===== config.mk =====
export PLATFORM = sky130hd
export DESIGN_NAME = status_frame_checker_core
export DESIGN_NICKNAME = d
export VERILOG_FILES = /design/src/rtl/sfc_pkg.sv /design/src/rtl/sfc_batt_scale.sv /design/src/rtl/sfc_frame.sv /design/src/rtl/status_frame_checker_core.sv
export SDC_FILE = /design/constraint.sdc
export NUM_CORES = 1
export LEC_CHECK = 0
export ABC_AREA = 1
export BUFFER_PORTS_ARGS = -buffer_cell sky130_fd_sc_hd__buf_4
export CORE_MARGIN = 2
export CORE_UTILIZATION = 55
export CTS_CLUSTER_SIZE = 25
export DETAILED_ROUTE_END_ITERATION = 12
export PLACE_DENSITY = 0.84
export SLEW_MARGIN = 25
export SYNTH_ARGS = -nofsm -noshare
export SYNTH_HDL_FRONTEND = slang
export SYNTH_HIERARCHICAL = 1
export SYNTH_SLANG_ARGS = --single-unit
export TNS_END_PERCENT = 10

===== constraint.sdc =====
create_clock -name clk -period 4.45 [get_ports clk]
set_input_delay 0.445 -clock clk [delete_from_list [all_inputs] [get_ports clk]]
set_output_delay 0.445 -clock clk [all_outputs]
set_load 0.005 [all_outputs]

===== src/rtl/sfc_pkg.sv =====
`default_nettype none
// ----------------------------------------------------------------------------
// sfc_pkg
// Shared types, constants and the bytewise CRC-16/CCITT-FALSE update for the
// status frame checker.
// ----------------------------------------------------------------------------
package sfc_pkg;

  localparam logic [7:0]  HDR_BYTE0      = 8'h55;
  localparam logic [7:0]  HDR_BYTE1      = 8'hAA;
  localparam logic [7:0]  CODE_READ      = 8'h81;
  localparam logic [7:0]  CODE_WRITE     = 8'h82;
  localparam logic [15:0] CRC_INIT       = 16'hFFFF;
  localparam logic [15:0] CRC_POLY       = 16'h1021;
  localparam logic [9:0]  BATT_MAX_TENTH = 10'd1000;
  localparam logic [6:0]  BATT_MAX_PCT   = 7'd100;
  // raw value from which the whole percent is forced to its ceiling
  localparam logic [15:0] BATT_PCT_SAT   = 16'd1010;
  // n / 10 == (n * 205) >> 11 for every n below 1029
  localparam logic [7:0]  DIV10_MULT     = 8'd205;
  localparam int unsigned DIV10_SHIFT    = 11;

  // byte positions inside a frame
  localparam int unsigned POS_HDR1   = 1;
  localparam int unsigned POS_CODE   = 2;
  localparam int unsigned POS_TEMP_L = 3;
  localparam int unsigned POS_TEMP_H = 4;
  localparam int unsigned POS_BATT_L = 7;
  localparam int unsigned POS_BATT_H = 8;

  typedef enum logic [2:0] {
    ST_OK         = 3'd0,
    ST_BAD_HEADER = 3'd1,
    ST_BAD_CODE   = 3'd2,
    ST_CRC_ERR    = 3'd3,
    ST_SHORT      = 3'd4
  } status_t;

  typedef struct packed {
    status_t     status;
    logic        is_write;
    logic [15:0] temp;
    logic [9:0]  tenths;
    logic [6:0]  pct;
  } result_t;

  function automatic logic [15:0] crc_feed(input logic [15:0] crc_in,
                                           input logic [7:0]  data);
    logic [15:0] c;
    c = crc_in ^ {data, 8'h00};
    for (int i = 0; i < 8; i++) begin
      if (c[15]) begin
        c = {c[14:0], 1'b0} ^ CRC_POLY;
      end else begin
        c = {c[14:0], 1'b0};
      end
    end
    return c;
  endfunction

endpackage
`default_nettype wire


===== src/rtl/sfc_batt_scale.sv =====
`default_nettype none
// ----------------------------------------------------------------------------
// sfc_batt_scale
// Battery word to saturated tenths and saturated whole percent.
// ----------------------------------------------------------------------------
module sfc_batt_scale (
  input  wire logic [15:0] batt_word,
  output logic      [9:0]  batt_tenths,
  output logic      [6:0]  batt_pct
);

  logic [18:0] prod;
  logic [7:0]  quot;

  // only used below the saturation point, so 11 bits of the word suffice
  assign prod = 19'(batt_word[10:0]) * 19'(sfc_pkg::DIV10_MULT);
  assign quot = prod[sfc_pkg::DIV10_SHIFT +: 8];

  always_comb begin
    if (batt_word > 16'(sfc_pkg::BATT_MAX_TENTH)) begin
      batt_tenths = sfc_pkg::BATT_MAX_TENTH;
    end else begin
      batt_tenths = batt_word[9:0];
    end
    if (batt_word >= sfc_pkg::BATT_PCT_SAT) begin
      batt_pct = sfc_pkg::BATT_MAX_PCT;
    end else begin
      batt_pct = quot[6:0];
    end
  end

endmodule
`default_nettype wire


===== src/rtl/sfc_frame.sv =====
`default_nettype none
// ----------------------------------------------------------------------------
// sfc_frame
// Frame tracker: byte position, running CRC, field capture and the end of
// frame checks. State moves on each advanced item; the result is combinational.
// ----------------------------------------------------------------------------
module sfc_frame #(
  parameter int unsigned FRAME_BYTES = 32
) (
  input  wire logic                 clk,
  input  wire logic                 rst_n,
  input  wire logic                 item_go,
  input  wire logic [7:0]           item_byte,
  input  wire logic                 item_start,
  output logic                      res_valid,
  output sfc_pkg::result_t          res
);

  localparam int unsigned POS_W = $clog2(FRAME_BYTES);
  localparam logic [POS_W-1:0] LAST_POS   = POS_W'(FRAME_BYTES - 1);
  localparam logic [POS_W-1:0] CRC_LO_POS = POS_W'(FRAME_BYTES - 2);
  localparam logic [POS_W-1:0] POS_ONE    = POS_W'(1);

  logic             open_r,   open_nxt;
  logic [POS_W-1:0] pos_r,    pos_nxt;
  logic [15:0]      crc_r,    crc_nxt;
  logic             hdr_ok_r, hdr_ok_nxt;
  logic [7:0]       code_r,   code_nxt;
  logic [15:0]      temp_r,   temp_nxt;
  logic [15:0]      batt_r,   batt_nxt;
  logic [7:0]       crc_lo_r, crc_lo_nxt;

  logic [15:0] crc_upd;
  logic [9:0]  batt_tenths;
  logic [6:0]  batt_pct;

  assign crc_upd = sfc_pkg::crc_feed(item_start ? sfc_pkg::CRC_INIT : crc_r, item_byte);

  sfc_batt_scale u_batt (
    .batt_word   (batt_r),
    .batt_tenths (batt_tenths),
    .batt_pct    (batt_pct)
  );

  always_comb begin
    open_nxt   = open_r;
    pos_nxt    = pos_r;
    crc_nxt    = crc_r;
    hdr_ok_nxt = hdr_ok_r;
    code_nxt   = code_r;
    temp_nxt   = temp_r;
    batt_nxt   = batt_r;
    crc_lo_nxt = crc_lo_r;
    res_valid  = 1'b0;
    res        = '{status: sfc_pkg::ST_OK, is_write: 1'b0, temp: 16'd0,
                   tenths: 10'd0, pct: 7'd0};

    if (item_start) begin
      // a start inside an open frame reports the cut frame first
      if (open_r) begin
        res_valid  = 1'b1;
        res.status = sfc_pkg::ST_SHORT;
      end
      open_nxt   = 1'b1;
      pos_nxt    = POS_ONE;
      crc_nxt    = crc_upd;
      hdr_ok_nxt = (item_byte == sfc_pkg::HDR_BYTE0);
    end else if (open_r) begin
      if (pos_r < CRC_LO_POS) begin
        crc_nxt = crc_upd;
      end
      if (pos_r == POS_W'(sfc_pkg::POS_HDR1)) begin
        hdr_ok_nxt = hdr_ok_r & (item_byte == sfc_pkg::HDR_BYTE1);
      end
      if (pos_r == POS_W'(sfc_pkg::POS_CODE)) begin
        code_nxt = item_byte;
      end
      if (pos_r == POS_W'(sfc_pkg::POS_TEMP_L)) begin
        temp_nxt[7:0] = item_byte;
      end
      if (pos_r == POS_W'(sfc_pkg::POS_TEMP_H)) begin
        temp_nxt[15:8] = item_byte;
      end
      if (pos_r == POS_W'(sfc_pkg::POS_BATT_L)) begin
        batt_nxt[7:0] = item_byte;
      end
      if (pos_r == POS_W'(sfc_pkg::POS_BATT_H)) begin
        batt_nxt[15:8] = item_byte;
      end
      if (pos_r == CRC_LO_POS) begin
        crc_lo_nxt = item_byte;
      end

      if (pos_r == LAST_POS) begin
        res_valid = 1'b1;
        if (!hdr_ok_r) begin
          res.status = sfc_pkg::ST_BAD_HEADER;
        end else if (code_r != sfc_pkg::CODE_READ && code_r != sfc_pkg::CODE_WRITE) begin
          res.status = sfc_pkg::ST_BAD_CODE;
        end else if ({item_byte, crc_lo_r} != crc_r) begin
          res.status = sfc_pkg::ST_CRC_ERR;
        end else begin
          res.status   = sfc_pkg::ST_OK;
          res.is_write = (code_r == sfc_pkg::CODE_WRITE);
          res.temp     = temp_r;
          res.tenths   = batt_tenths;
          res.pct      = batt_pct;
        end
        open_nxt = 1'b0;
        pos_nxt  = '0;
        crc_nxt  = sfc_pkg::CRC_INIT;
      end else begin
        pos_nxt = pos_r + POS_ONE;
      end
    end
  end

  always_ff @(posedge clk) begin
    if (!rst_n) begin
      open_r   <= 1'b0;
      pos_r    <= '0;
      crc_r    <= sfc_pkg::CRC_INIT;
      hdr_ok_r <= 1'b0;
    end else if (item_go) begin
      open_r   <= open_nxt;
      pos_r    <= pos_nxt;
      crc_r    <= crc_nxt;
      hdr_ok_r <= hdr_ok_nxt;
    end
  end

  // every data field is written before the frame end reads it
  always_ff @(posedge clk) begin
    if (item_go) begin
      code_r   <= code_nxt;
      temp_r   <= temp_nxt;
      batt_r   <= batt_nxt;
      crc_lo_r <= crc_lo_nxt;
    end
  end

endmodule
`default_nettype wire


===== src/rtl/status_frame_checker_core.sv =====
`default_nettype none
// ----------------------------------------------------------------------------
// status_frame_checker_core
// Checks fixed-length device reply frames received one byte per item.
// An accepted byte enters the input register; its result enters the result
// register. One byte per cycle unless out_stall holds a result; the two
// registers let the next byte in while a result waits to be taken.
// Reset (rst_n low, synchronous): no frame open, CRC at 0xFFFF, no result.
// ----------------------------------------------------------------------------
module status_frame_checker_core #(
  parameter int unsigned FRAME_BYTES = 32
) (
  input  wire logic               clk,
  input  wire logic               rst_n,
  input  wire logic               in_valid,
  output logic                    in_stall,
  input  wire logic [7:0]         in_rx_byte,
  input  wire logic               in_frame_start,
  output logic                    out_valid,
  input  wire logic               out_stall,
  output logic [2:0]              out_frame_status,
  output logic                    out_reply_is_write,
  output logic signed [15:0]      out_temperature_tenths,
  output logic [9:0]              out_battery_tenths,
  output logic [6:0]              out_battery_percent
);

  logic       s1_valid_r;
  logic [7:0] s1_byte_r;
  logic       s1_start_r;
  logic       advance;
  logic       in_take;

  logic             res_valid;
  sfc_pkg::result_t res;

  logic             out_valid_r;
  sfc_pkg::result_t out_r;

  // the input stage moves on whenever the result register is free or emptying
  assign advance  = s1_valid_r & (~out_valid_r | ~out_stall);
  assign in_stall = s1_valid_r & ~advance;
  assign in_take  = in_valid & ~in_stall;

  always_ff @(posedge clk) begin
    if (!rst_n) begin
      s1_valid_r <= 1'b0;
    end else if (in_take) begin
      s1_valid_r <= 1'b1;
    end else if (advance) begin
      s1_valid_r <= 1'b0;
    end
  end

  always_ff @(posedge clk) begin
    if (in_take) begin
      s1_byte_r  <= in_rx_byte;
      s1_start_r <= in_frame_start;
    end
  end

  sfc_frame #(
    .FRAME_BYTES (FRAME_BYTES)
  ) u_frame (
    .clk        (clk),
    .rst_n      (rst_n),
    .item_go    (advance),
    .item_byte  (s1_byte_r),
    .item_start (s1_start_r),
    .res_valid  (res_valid),
    .res        (res)
  );

  always_ff @(posedge clk) begin
    if (!rst_n) begin
      out_valid_r <= 1'b0;
    end else if (advance) begin
      out_valid_r <= res_valid;
    end else if (!out_stall) begin
      out_valid_r <= 1'b0;
    end
  end

  always_ff @(posedge clk) begin
    if (advance && res_valid) begin
      out_r <= res;
    end
  end

  assign out_valid              = out_valid_r;
  assign out_frame_status       = out_r.status;
  assign out_reply_is_write     = out_r.is_write;
  assign out_temperature_tenths = out_r.temp;
  assign out_battery_tenths     = out_r.tenths;
  assign out_battery_percent    = out_r.pct;

endmodule
`default_nettype wire

==> run metrics, run 1 <==
outcome=finished clean; Net Sw Power=a little over 600 uW; Die Ht=between 100 and 150 um; Post-Syn Area per Cell=about 9 um^2; # rows=42; highest achievable clock rate=~240 MHz; power share of the clock group=between 40% and 50%; setup repair after global routing missed its margin=false; vias in the first global route=~5500; number of sinks driven by the clock tree=between 100 and 150; Post-Syn Instances=between 800 and 900; pin count of the biggest net entering global routing=38; Final Cycle Share=92.0%; Bufs on Longest Clock Path=2; peak supply drop=395 uV; Layout area overhead=15.5%; synthesized flop and latch total=approximately 120; distinct cell type count after synthesis=45; GR Util All Layers=roughly a quarter; latest clock arrival within the worst-skew pair=just over 0.4 ns; Total Nets Final=about 980; largest driver fanout on the critical path=6; DRC violations left=0; wire length reported by the detailed router=16000 um; area of the die=14400 um^2; count of vias placed by the detailed router=5547; hold bufs inserted after CTS=0; starting density of the core=56.2%; type of the worst setup path=reg -> reg; CTS Buf Count=17; post-detailed-route count of antenna-violating nets=0; Fin Setup TNS=0 ns; clock-pin slew on the worst setup and hold paths=around 0.060 ns; Worst Setup End Kind=register; startpoint of the worst register-to-register path=u_frame/batt_r[3]; Post-CTS Repair Setup Buffers=0; number of antenna repair diodes=0; gr ovfl total=0; Starting DRT DRC Count=344; via count normalized by instance count=approximately 5.2; final critical path time including I/O delays and setup=slightly above 4 ns; Syn Std Cell Area=between 7000 and 8000 um^2; Async SR Flop Fraction=0%; clock tree from TritonCTS=yes; commonest non-fill, non-tap cell in the layout=nand2_1; start point of the worst min-delay path=in_rx_byte[7]; dominant register cell in the synthesized netlist=edfxtp_1; cell at the root of the clock tree=clkbuf_16; routed length per instance=14.9 um; CP Data Required Time=around 4.7 ns; actual transition at the worst max-transition pin=roughly 0.74 ns; combinational power share=between 4 and 5%; switching part of the total=22.8%; post-cts resize count=0; weighted congestion reported at the end of routability-driven placement=roughly 1.0; number of nets in the synthesized netlist=between 900 and 1000; number of port buffers=around 50; die boundary width=around 120 um; number of max-capacitance violations reported=0; filler cell count=about 1100; Arrival @ worst endpoint=around 4.4 ns; first-pass GRT wire length=around 26000 um; worst-case hold slack=0.215 ns; Slew Limit Fails=0; Max H-tree Level=4; worst setup path start=u_frame/batt_r[3]; core footprint=13200 um^2; initial antenna violation count=0; power density over cell area=about 320 nW/um^2; worst hold-check path type=in -> reg; relative max-transition margin=roughly half; number of failing setup endpoints in the final timing report=0; Leak=about 3.9 nW; Clock Skew=about 0.010 ns; category of the worst setup path launch point=register; number of synthesis warnings=6; DPL Wire Length=around 12000 um; sequential share of the synthesized area=44.8%; final hold violations=0; leading cell types in the layout, fill and taps excluded=nand2_1 (200), inv_1 (123), edfxtp_1 (94); internal power contribution=2.08 mW; number of placed I/O pins=52; Pre-antenna DRT Iters=5; share of layout cells above drive strength 1=18.7%; number of enable-type register cells in the synthesized netlist=94; fraction of power consumed by sequential logic=45.9%
==> worst max-delay path, cell delays in order, from the launching register on <==
cell	delay [ns]
edfxtp_1	0.47
inv_1	0.19
ha_1	0.29
fa_1	0.51
inv_1	0.05
fa_1	0.54
inv_1	0.06
fa_1	0.52
inv_1	0.04
ha_1	0.33
a21oi_1	0.18
o21ai_0	0.14
nand2_1	0.10
nand3_1	0.07
and2_1	0.13
nor2_1	0.11
nand2_1	0.07
nor2_2	0.15
==> power by group through the flow <==
stage	Clock, mW	Sequential [mW]	Combinational (mW)
2_1_floorplan	0	1.25	0.0995
3_3_place_gp	0	1.26	0.127
3_5_place_dp	0	1.26	0.130
4_1_cts	1.35	1.24	0.131
5_1_grt	1.40	1.24	0.150
6_report	1.33	1.24	0.134
==> stage by stage <==
step,util (%),instances,power [mW],worst slack (ns),cell area [um^2]
after floorplan,-,819,1.35,0.669,7410
after global placement,60.2,1037,1.39,0.480,7940
after detailed placement,60.2,1037,1.39,0.346,7940
after CTS,64.6,1069,2.72,0.339,8520
after global routing,64.9,1070,2.79,0.127,8560
final,64.9,1070,2.70,0.355,8560
==> sequential cells by signal, indices dropped and copies added, names as in the netlist, 7 cells and up <==
name and cells:
u_frame/batt_r 16, s1_byte_r 8, u_frame/crc_lo_r 8, out_temperature_tenths 16, u_frame/crc_r 16, out_battery_tenths 10, u_frame/temp_r 16, u_frame/code_r 8
out_battery_percent 7
==> per-layer routing <==
| metal | part of all wire [%] | vias to the layer above | wire length (um) | GRT usage, % |
|---|---|---|---|---|
| met5 | 0 | - | 0 | 0 |
| met4 | 2.4 | 0 | 389 | 10.1 |
| li1 | - | 2780 | - | - |
| met1 | 42 | 2548 | 6700 | 28.3 |
| met3 | 5.2 | 30 | 831 | 4.42 |
| met2 | 50 | 189 | 8070 | 40.3 |
==> cells in the mapped netlist, types with 7 or more instances <==
master / count / share of area, %
nor2_1: 55 / 2.8
a21oi_1: 31 / 2.1
xor2_1: 8 / 0.95
inv_2: 9 / 0.46
nand2_1: 200 / 10
fa_1: 18 / 4.9
nand3_1: 53 / 3.6
dfxtp_1: 25 / 6.8
nand4_1: 7 / 0.59
nand2_2: 10 / 0.84
inv_1: 123 / 6.2
nor2_2: 35 / 3.0
edfxtp_1: 94 / 38
ha_1: 65 / 11
o21ai_0: 15 / 1.0
==> cell families after synthesis <==
| family | share of synthesized area, % |
|---|---|
| xor+xnor | 1.18 |
| fa+ha+maj | 15.8 |
| simple gates | 24.4 |
| compound gates | 5.47 |
| buf+inv | 8.27 |
| flops | 44.8 |
==> worst paths after layout <==
path / slack (ns) / endpoint / depth (start not counted)
min: 0.21 / s1_byte_r[7] / 1
min reg2reg: 0.50 / u_frame/hdr_ok_r / 2
max: 0.35 / out_battery_percent[4] / 17
max reg2reg: 0.35 / out_battery_percent[4] / 17
==> final cells by class <==
class | count | area (um^2) | share of cell area, %
Timing Repair Buffer | 56 | 440 | 5.15
Clock inverter | 14 | 150 | 1.75
Sequential cell | 119 | 3320 | 38.8
Multi-Input combinational cell | 553 | 3490 | 40.8
Inverter | 134 | 505 | 5.91
Tap cell | 176 | 220 | 2.57
Clock buffer | 18 | 429 | 5.01
(Power assumes the default switching activity.)
==> run 2, diff against run 1 <==
- CORE_UTILIZATION: 55 -> 60
- PLACE_DENSITY: 0.84 -> 0.89
==> run metrics, run 2 (synthesis results as in run 1) <==
first-pass GRT wire length=27500 um; DP Worst Slack=0.405 ns; dominant cell type by count on the critical path=inv_1; Arrival @ worst endpoint=4.22 ns; # rows=40; Net Sw Power=around 600 uW; Die Ht=roughly 120 um; commonest non-fill, non-tap cell in the layout=nand2_1; Slew Limit Fails=0; latest clock arrival within the worst-skew pair=roughly 0.42 ns; DRC violations left=0; CP Data Required Time=approximately 4.6 ns; met2 track demand over resource in global routing=46.3%; type of the worst setup path=reg -> reg; combinational power share=around 5.0%; category of the worst setup path launch point=register; fin util=71.2%; gr ovfl total=0; peak supply drop=just over 300 uV; cell-by-cell trace of the critical path=inv_1, ha_1, fa_1, inv_1, fa_1, inv_1, fa_1, inv_1, ha_1, a21oi_1, o21ai_0, a21oi_1, nand2_1, nand2_1, nand3_1, nand2_1, nor2_2; routed length per instance=roughly 16 um; switching part of the total=about 21%; Max H-tree Level=4; Clock Skew=between 0.008 and 0.009 ns; initial antenna violation count=0; number of sinks driven by the clock tree=roughly 120; final critical path time including I/O delays and setup=between 4 and 5 ns; vias in the first global route=5908; DPL Wire Length=11900 um; power density over cell area=325 nW/um^2; hold bufs inserted after CTS=0; filler cell count=around 860; internal power contribution=approximately 2.2 mW; Bufs on Longest Clock Path=2; number of antenna repair diodes=0; number of port buffers=51; area taken by multi-input logic gates=3490 um^2; Worst path max stage delay=~0.52 ns; Starting DRT DRC Count=between 400 and 500; core footprint=approximately 12000 um^2; final non-filler cell total=1041; Worst Setup End Kind=register; met1 GRT Util=a little under a third; area taken by flip-flops and latches=around 3300 um^2; leading cell types in the layout, fill and taps excluded=nand2_1 (200), inv_1 (123), edfxtp_1 (94); global-route track usage on met3=roughly 6.1%; Total Nets Final=between 900 and 1000; power share of the clock group=about half; final worst-path setup slack=0.377 ns; relative max-transition margin=48.3%; post-cts resize count=0; cell at the root of the clock tree=clkbuf_16; Post-CTS Repair Setup Buffers=0; Pre-antenna DRT Iters=5; CTS Buf Count=17; weighted congestion reported at the end of routability-driven placement=0.997; number of placed I/O pins=between 50 and 60; Slowest-stage cell, CP=fa_1; Final Cycle Share=91.5%; post-detailed-route count of antenna-violating nets=0; Fin Setup TNS=0 ns; Layout area overhead=15.5%; busiest layer in global routing=met2; count of vias placed by the detailed router=about 6000; share of layout cells above drive strength 1=18.3%; fraction of power consumed by sequential logic=~45%; number of max-capacitance violations reported=0; die boundary width=115 um; clock tree from TritonCTS=yes; number of failing setup endpoints in the final timing report=0; dpl cells=between 1000 and 1500; final hold violations=0; setup repair after global routing missed its margin=false; Leak=roughly 3.9 nW; outcome=finished clean; GR Util All Layers=about 27%; area of the die=13300 um^2; power consumption=about 2.8 mW; wire length reported by the detailed router=17000 um; actual transition at the worst max-transition pin=just under 0.8 ns; largest driver fanout on the critical path=6; pin count of the biggest net entering global routing=38; via count normalized by instance count=about 5.6; worst hold-check path type=in -> reg; starting density of the core=61.7%; clock-pin slew on the worst setup and hold paths=about 0.050 ns; highest achievable clock rate=246 MHz
-- run 2: worst paths after layout --
check	start	to	slack [ns]	cells past startpoint
setup / recovery	u_frame/batt_r[3]	out_battery_percent[6]	0.38	17
hold / removal	in_rx_byte[4]	s1_byte_r[4]	0.21	1
setup reg to reg	u_frame/batt_r[3]	out_battery_percent[6]	0.38	17
hold reg to reg	u_frame/hdr_ok_r	u_frame/hdr_ok_r	0.51	2
-- run 2: cell type report --
type	count	share of cell area [%]
repair buffers	56	5.15
inverters	134	5.91
multi-input cells	553	40.8
clock buffers	17	4.97
flip-flops and latches	119	38.8
clock inverters	15	2.16
well taps	147	2.15
-- run 2: layer usage --
metal,share of wire [%],vias to the layer above
met2,50,281
met4,3.8,0
met5,0,-
met3,7.7,66
li1,-,2779
met1,38,2746
-- run 2: power by group through the flow --
stage	clock, mW	combinational [mW]	sequential [mW]
finish	1.40	0.139	1.24
global route	1.46	0.153	1.24
CTS	1.41	0.133	1.24
detailed placement	0	0.130	1.26
global placement	0	0.125	1.26
floorplan	0	0.0995	1.25
-- run 2: worst max-delay path: cells and delay by family (launching register included) --
kind | cells | cell delay, ns
adder cells (fa/ha/maj) | 5 | 2.25
flip-flops | 1 | 0.44
AO/OA/AOI/OAI | 3 | 0.51
AND/OR/NAND/NOR | 5 | 0.33
buffers and inverters | 4 | 0.27
-- run 2: metrics by stage --
step	cell area [um^2]	hold WS [ns]
after floorplan	7410	0.472
after global routing	8550	0.190
after CTS	8520	0.190
final	8550	0.206
after detailed placement	7910	0.501
after global placement	7910	0.488
==> run 3, diff against run 2 <==
- CELL_PAD_IN_SITES_DETAIL_PLACEMENT: not set -> 1
- CELL_PAD_IN_SITES_GLOBAL_PLACEMENT: not set -> 1
- CORE_UTILIZATION: 60 -> 47
- PLACE_DENSITY: 0.89 -> 0.9
==> run metrics, run 3 (synthesis results as in run 1) <==
post-cts resize count=0; clock tree from TritonCTS=yes; start point of the worst min-delay path=in_rx_byte[0]; number of sinks driven by the clock tree=between 100 and 150; wire length reported by the detailed router=around 20000 um; area of the die=about 17000 um^2; first-pass GRT wire length=~31000 um; cell at the root of the clock tree=clkbuf_16; vias in the first global route=about 6200; starting density of the core=about half; type of the worst setup path=reg -> reg; latest clock arrival within the worst-skew pair=between 0.4 and 0.5 ns; Worst Setup End Kind=register; die boundary width=130 um; number of placed I/O pins=52; GR Util All Layers=24.5%; final hold violations=0; pin count of the biggest net entering global routing=38; worst reg-to-reg path cell count=17; DPL Wire Length=between 10000 and 15000 um; routed length per instance=17.7 um; initial antenna violation count=0; worst hold-check path type=in -> reg; CP Data Required Time=4.60 ns; worst r2r dst=out_battery_percent[4]; Total Nets Final=980; share of layout cells above drive strength 1=18.5%; clock-pin slew on the worst setup and hold paths=roughly 0.050 ns; core footprint=roughly 15000 um^2; category of the worst setup path launch point=register; Fin Setup TNS=0 ns; startpoint of the worst register-to-register path=u_frame/batt_r[7]; worst-case hold slack=0.210 ns; # rows=45; via count normalized by instance count=approximately 5.2; actual transition at the worst max-transition pin=0.785 ns; Leak=~3.9 nW; Die Ht=approximately 130 um; Layout area overhead=16.2%; slack of the worst reg-to-reg path=between 0.2 and 0.25 ns; power density over cell area=roughly 310 nW/um^2; filler cell count=between 1500 and 2000; Slew Limit Fails=0; number of max-capacitance violations reported=0; number of port buffers=51; leading cell types in the layout, fill and taps excluded=nand2_1 (200), inv_1 (123), edfxtp_1 (94); relative max-transition margin=47.6%; DP Worst Slack=around 0.2 ns; fin util=between 50% and 60%; number of failing setup endpoints in the final timing report=0; final worst-path setup slack=approximately 0.21 ns; post-detailed-route count of antenna-violating nets=0; setup repair after global routing missed its margin=false; DRC violations left=0; Bufs on Longest Clock Path=2; commonest non-fill, non-tap cell in the layout=nand2_1; outcome=finished clean; highest achievable clock rate=236 MHz; final critical path time including I/O delays and setup=4.24 ns; gr ovfl total=0; number of antenna repair diodes=0; Max H-tree Level=4; count of vias placed by the detailed router=approximately 5800; Clock Skew=0.00992 ns; peak supply drop=approximately 300 uV; Arrival @ worst endpoint=about 4.4 ns; Starting DRT DRC Count=around 280; Final Cycle Share=between 90% and 100%; weighted congestion reported at the end of routability-driven placement=around 0.94; Hold Path Depth=1; worst hold endpoint=s1_byte_r[0]; CTS Buf Count=17; hold bufs inserted after CTS=0; Post-CTS Repair Setup Buffers=0; largest driver fanout on the critical path=4; Pre-antenna DRT Iters=5
==> run 3: changes by cell type in the layout (fill, tap and decap cells not counted) <==
cell       before  now
clkbuf_1        0    4
buf_4          55   58
clkinv_1        5    2
bufinv_16       4    2
clkinv_2        2    1
clkinv_4        2    3
inv_6           0    1
==> run 3: worst max-delay path by stage <==
| stage | startpoint | endpoint | slack, ns | cells past startpoint |
|---|---|---|---|---|
| 3_3_place_gp | u_frame/batt_r[3] | out_battery_percent[4] | 0.40 | 17 |
| 4_1_cts | u_frame/batt_r[3] | out_battery_percent[4] | 0.17 | 17 |
| 5_1_grt | u_frame/batt_r[7] | out_battery_percent[0] | 0.04 | 17 |
| 2_1_floorplan | u_frame/batt_r[3] | out_battery_percent[6] | 0.67 | 17 |
| 3_5_place_dp | u_frame/batt_r[3] | out_battery_percent[4] | 0.20 | 17 |
| 6_report | u_frame/batt_r[7] | out_battery_percent[4] | 0.21 | 17 |
==> run 3: per-stage QoR <==
stage / cell area, um^2 / cells / total power [mW]
floorplan: 7410 / 819 / 1.35
global placement: 7990 / 1073 / 1.39
detailed placement: 7990 / 1073 / 1.40
CTS: 8560 / 1105 / 2.72
global route: 8610 / 1108 / 2.78
finish: 8610 / 1108 / 2.69
==> run 3: routing by layer <==
layer	up-vias	global-route usage, %	routed length (um)	share of wire (%)
li1	2776	-	-	-
met1	2843	28.0	7890	40
met2	157	45.6	10400	53
met3	38	5.24	937	4.8
met4	0	7.53	419	2.1
met5	-	0	0	0
==> run 3: report_power, final <==
part	leakage, nW	switching (mW)	total, mW	internal [mW]
combinational	2.50	0.0911	0.138	0.0465
clock	0.265	0.488	1.31	0.824
sequential	1.15	0.0297	1.24	1.21
==> run 3: layout make-up <==
class / count / area [um^2] / area share [%]
timing repair buffer: 59 / 463 / 5.37
clock inverter: 11 / 126 / 1.47
tap: 211 / 264 / 3.07
sequential: 119 / 3320 / 38.6
multi-input combinational: 553 / 3490 / 40.5
clock buffer: 21 / 440 / 5.11
inverter: 134 / 505 / 5.87
==> run 3: critical path, cell delays in order, from the launching register on <==
cell and delay (ns):
edfxtp_1 0.47, ha_1 0.36, inv_1 0.08, fa_1 0.53, inv_1 0.06, fa_1 0.55
inv_1 0.07, fa_1 0.53, inv_1 0.04, ha_1 0.32, nand2_1 0.10, o21ai_0 0.30
nand2_1 0.15, nand3_1 0.11, and2_1 0.13, nor2_1 0.05, nand2_1 0.07, nor2_2 0.04
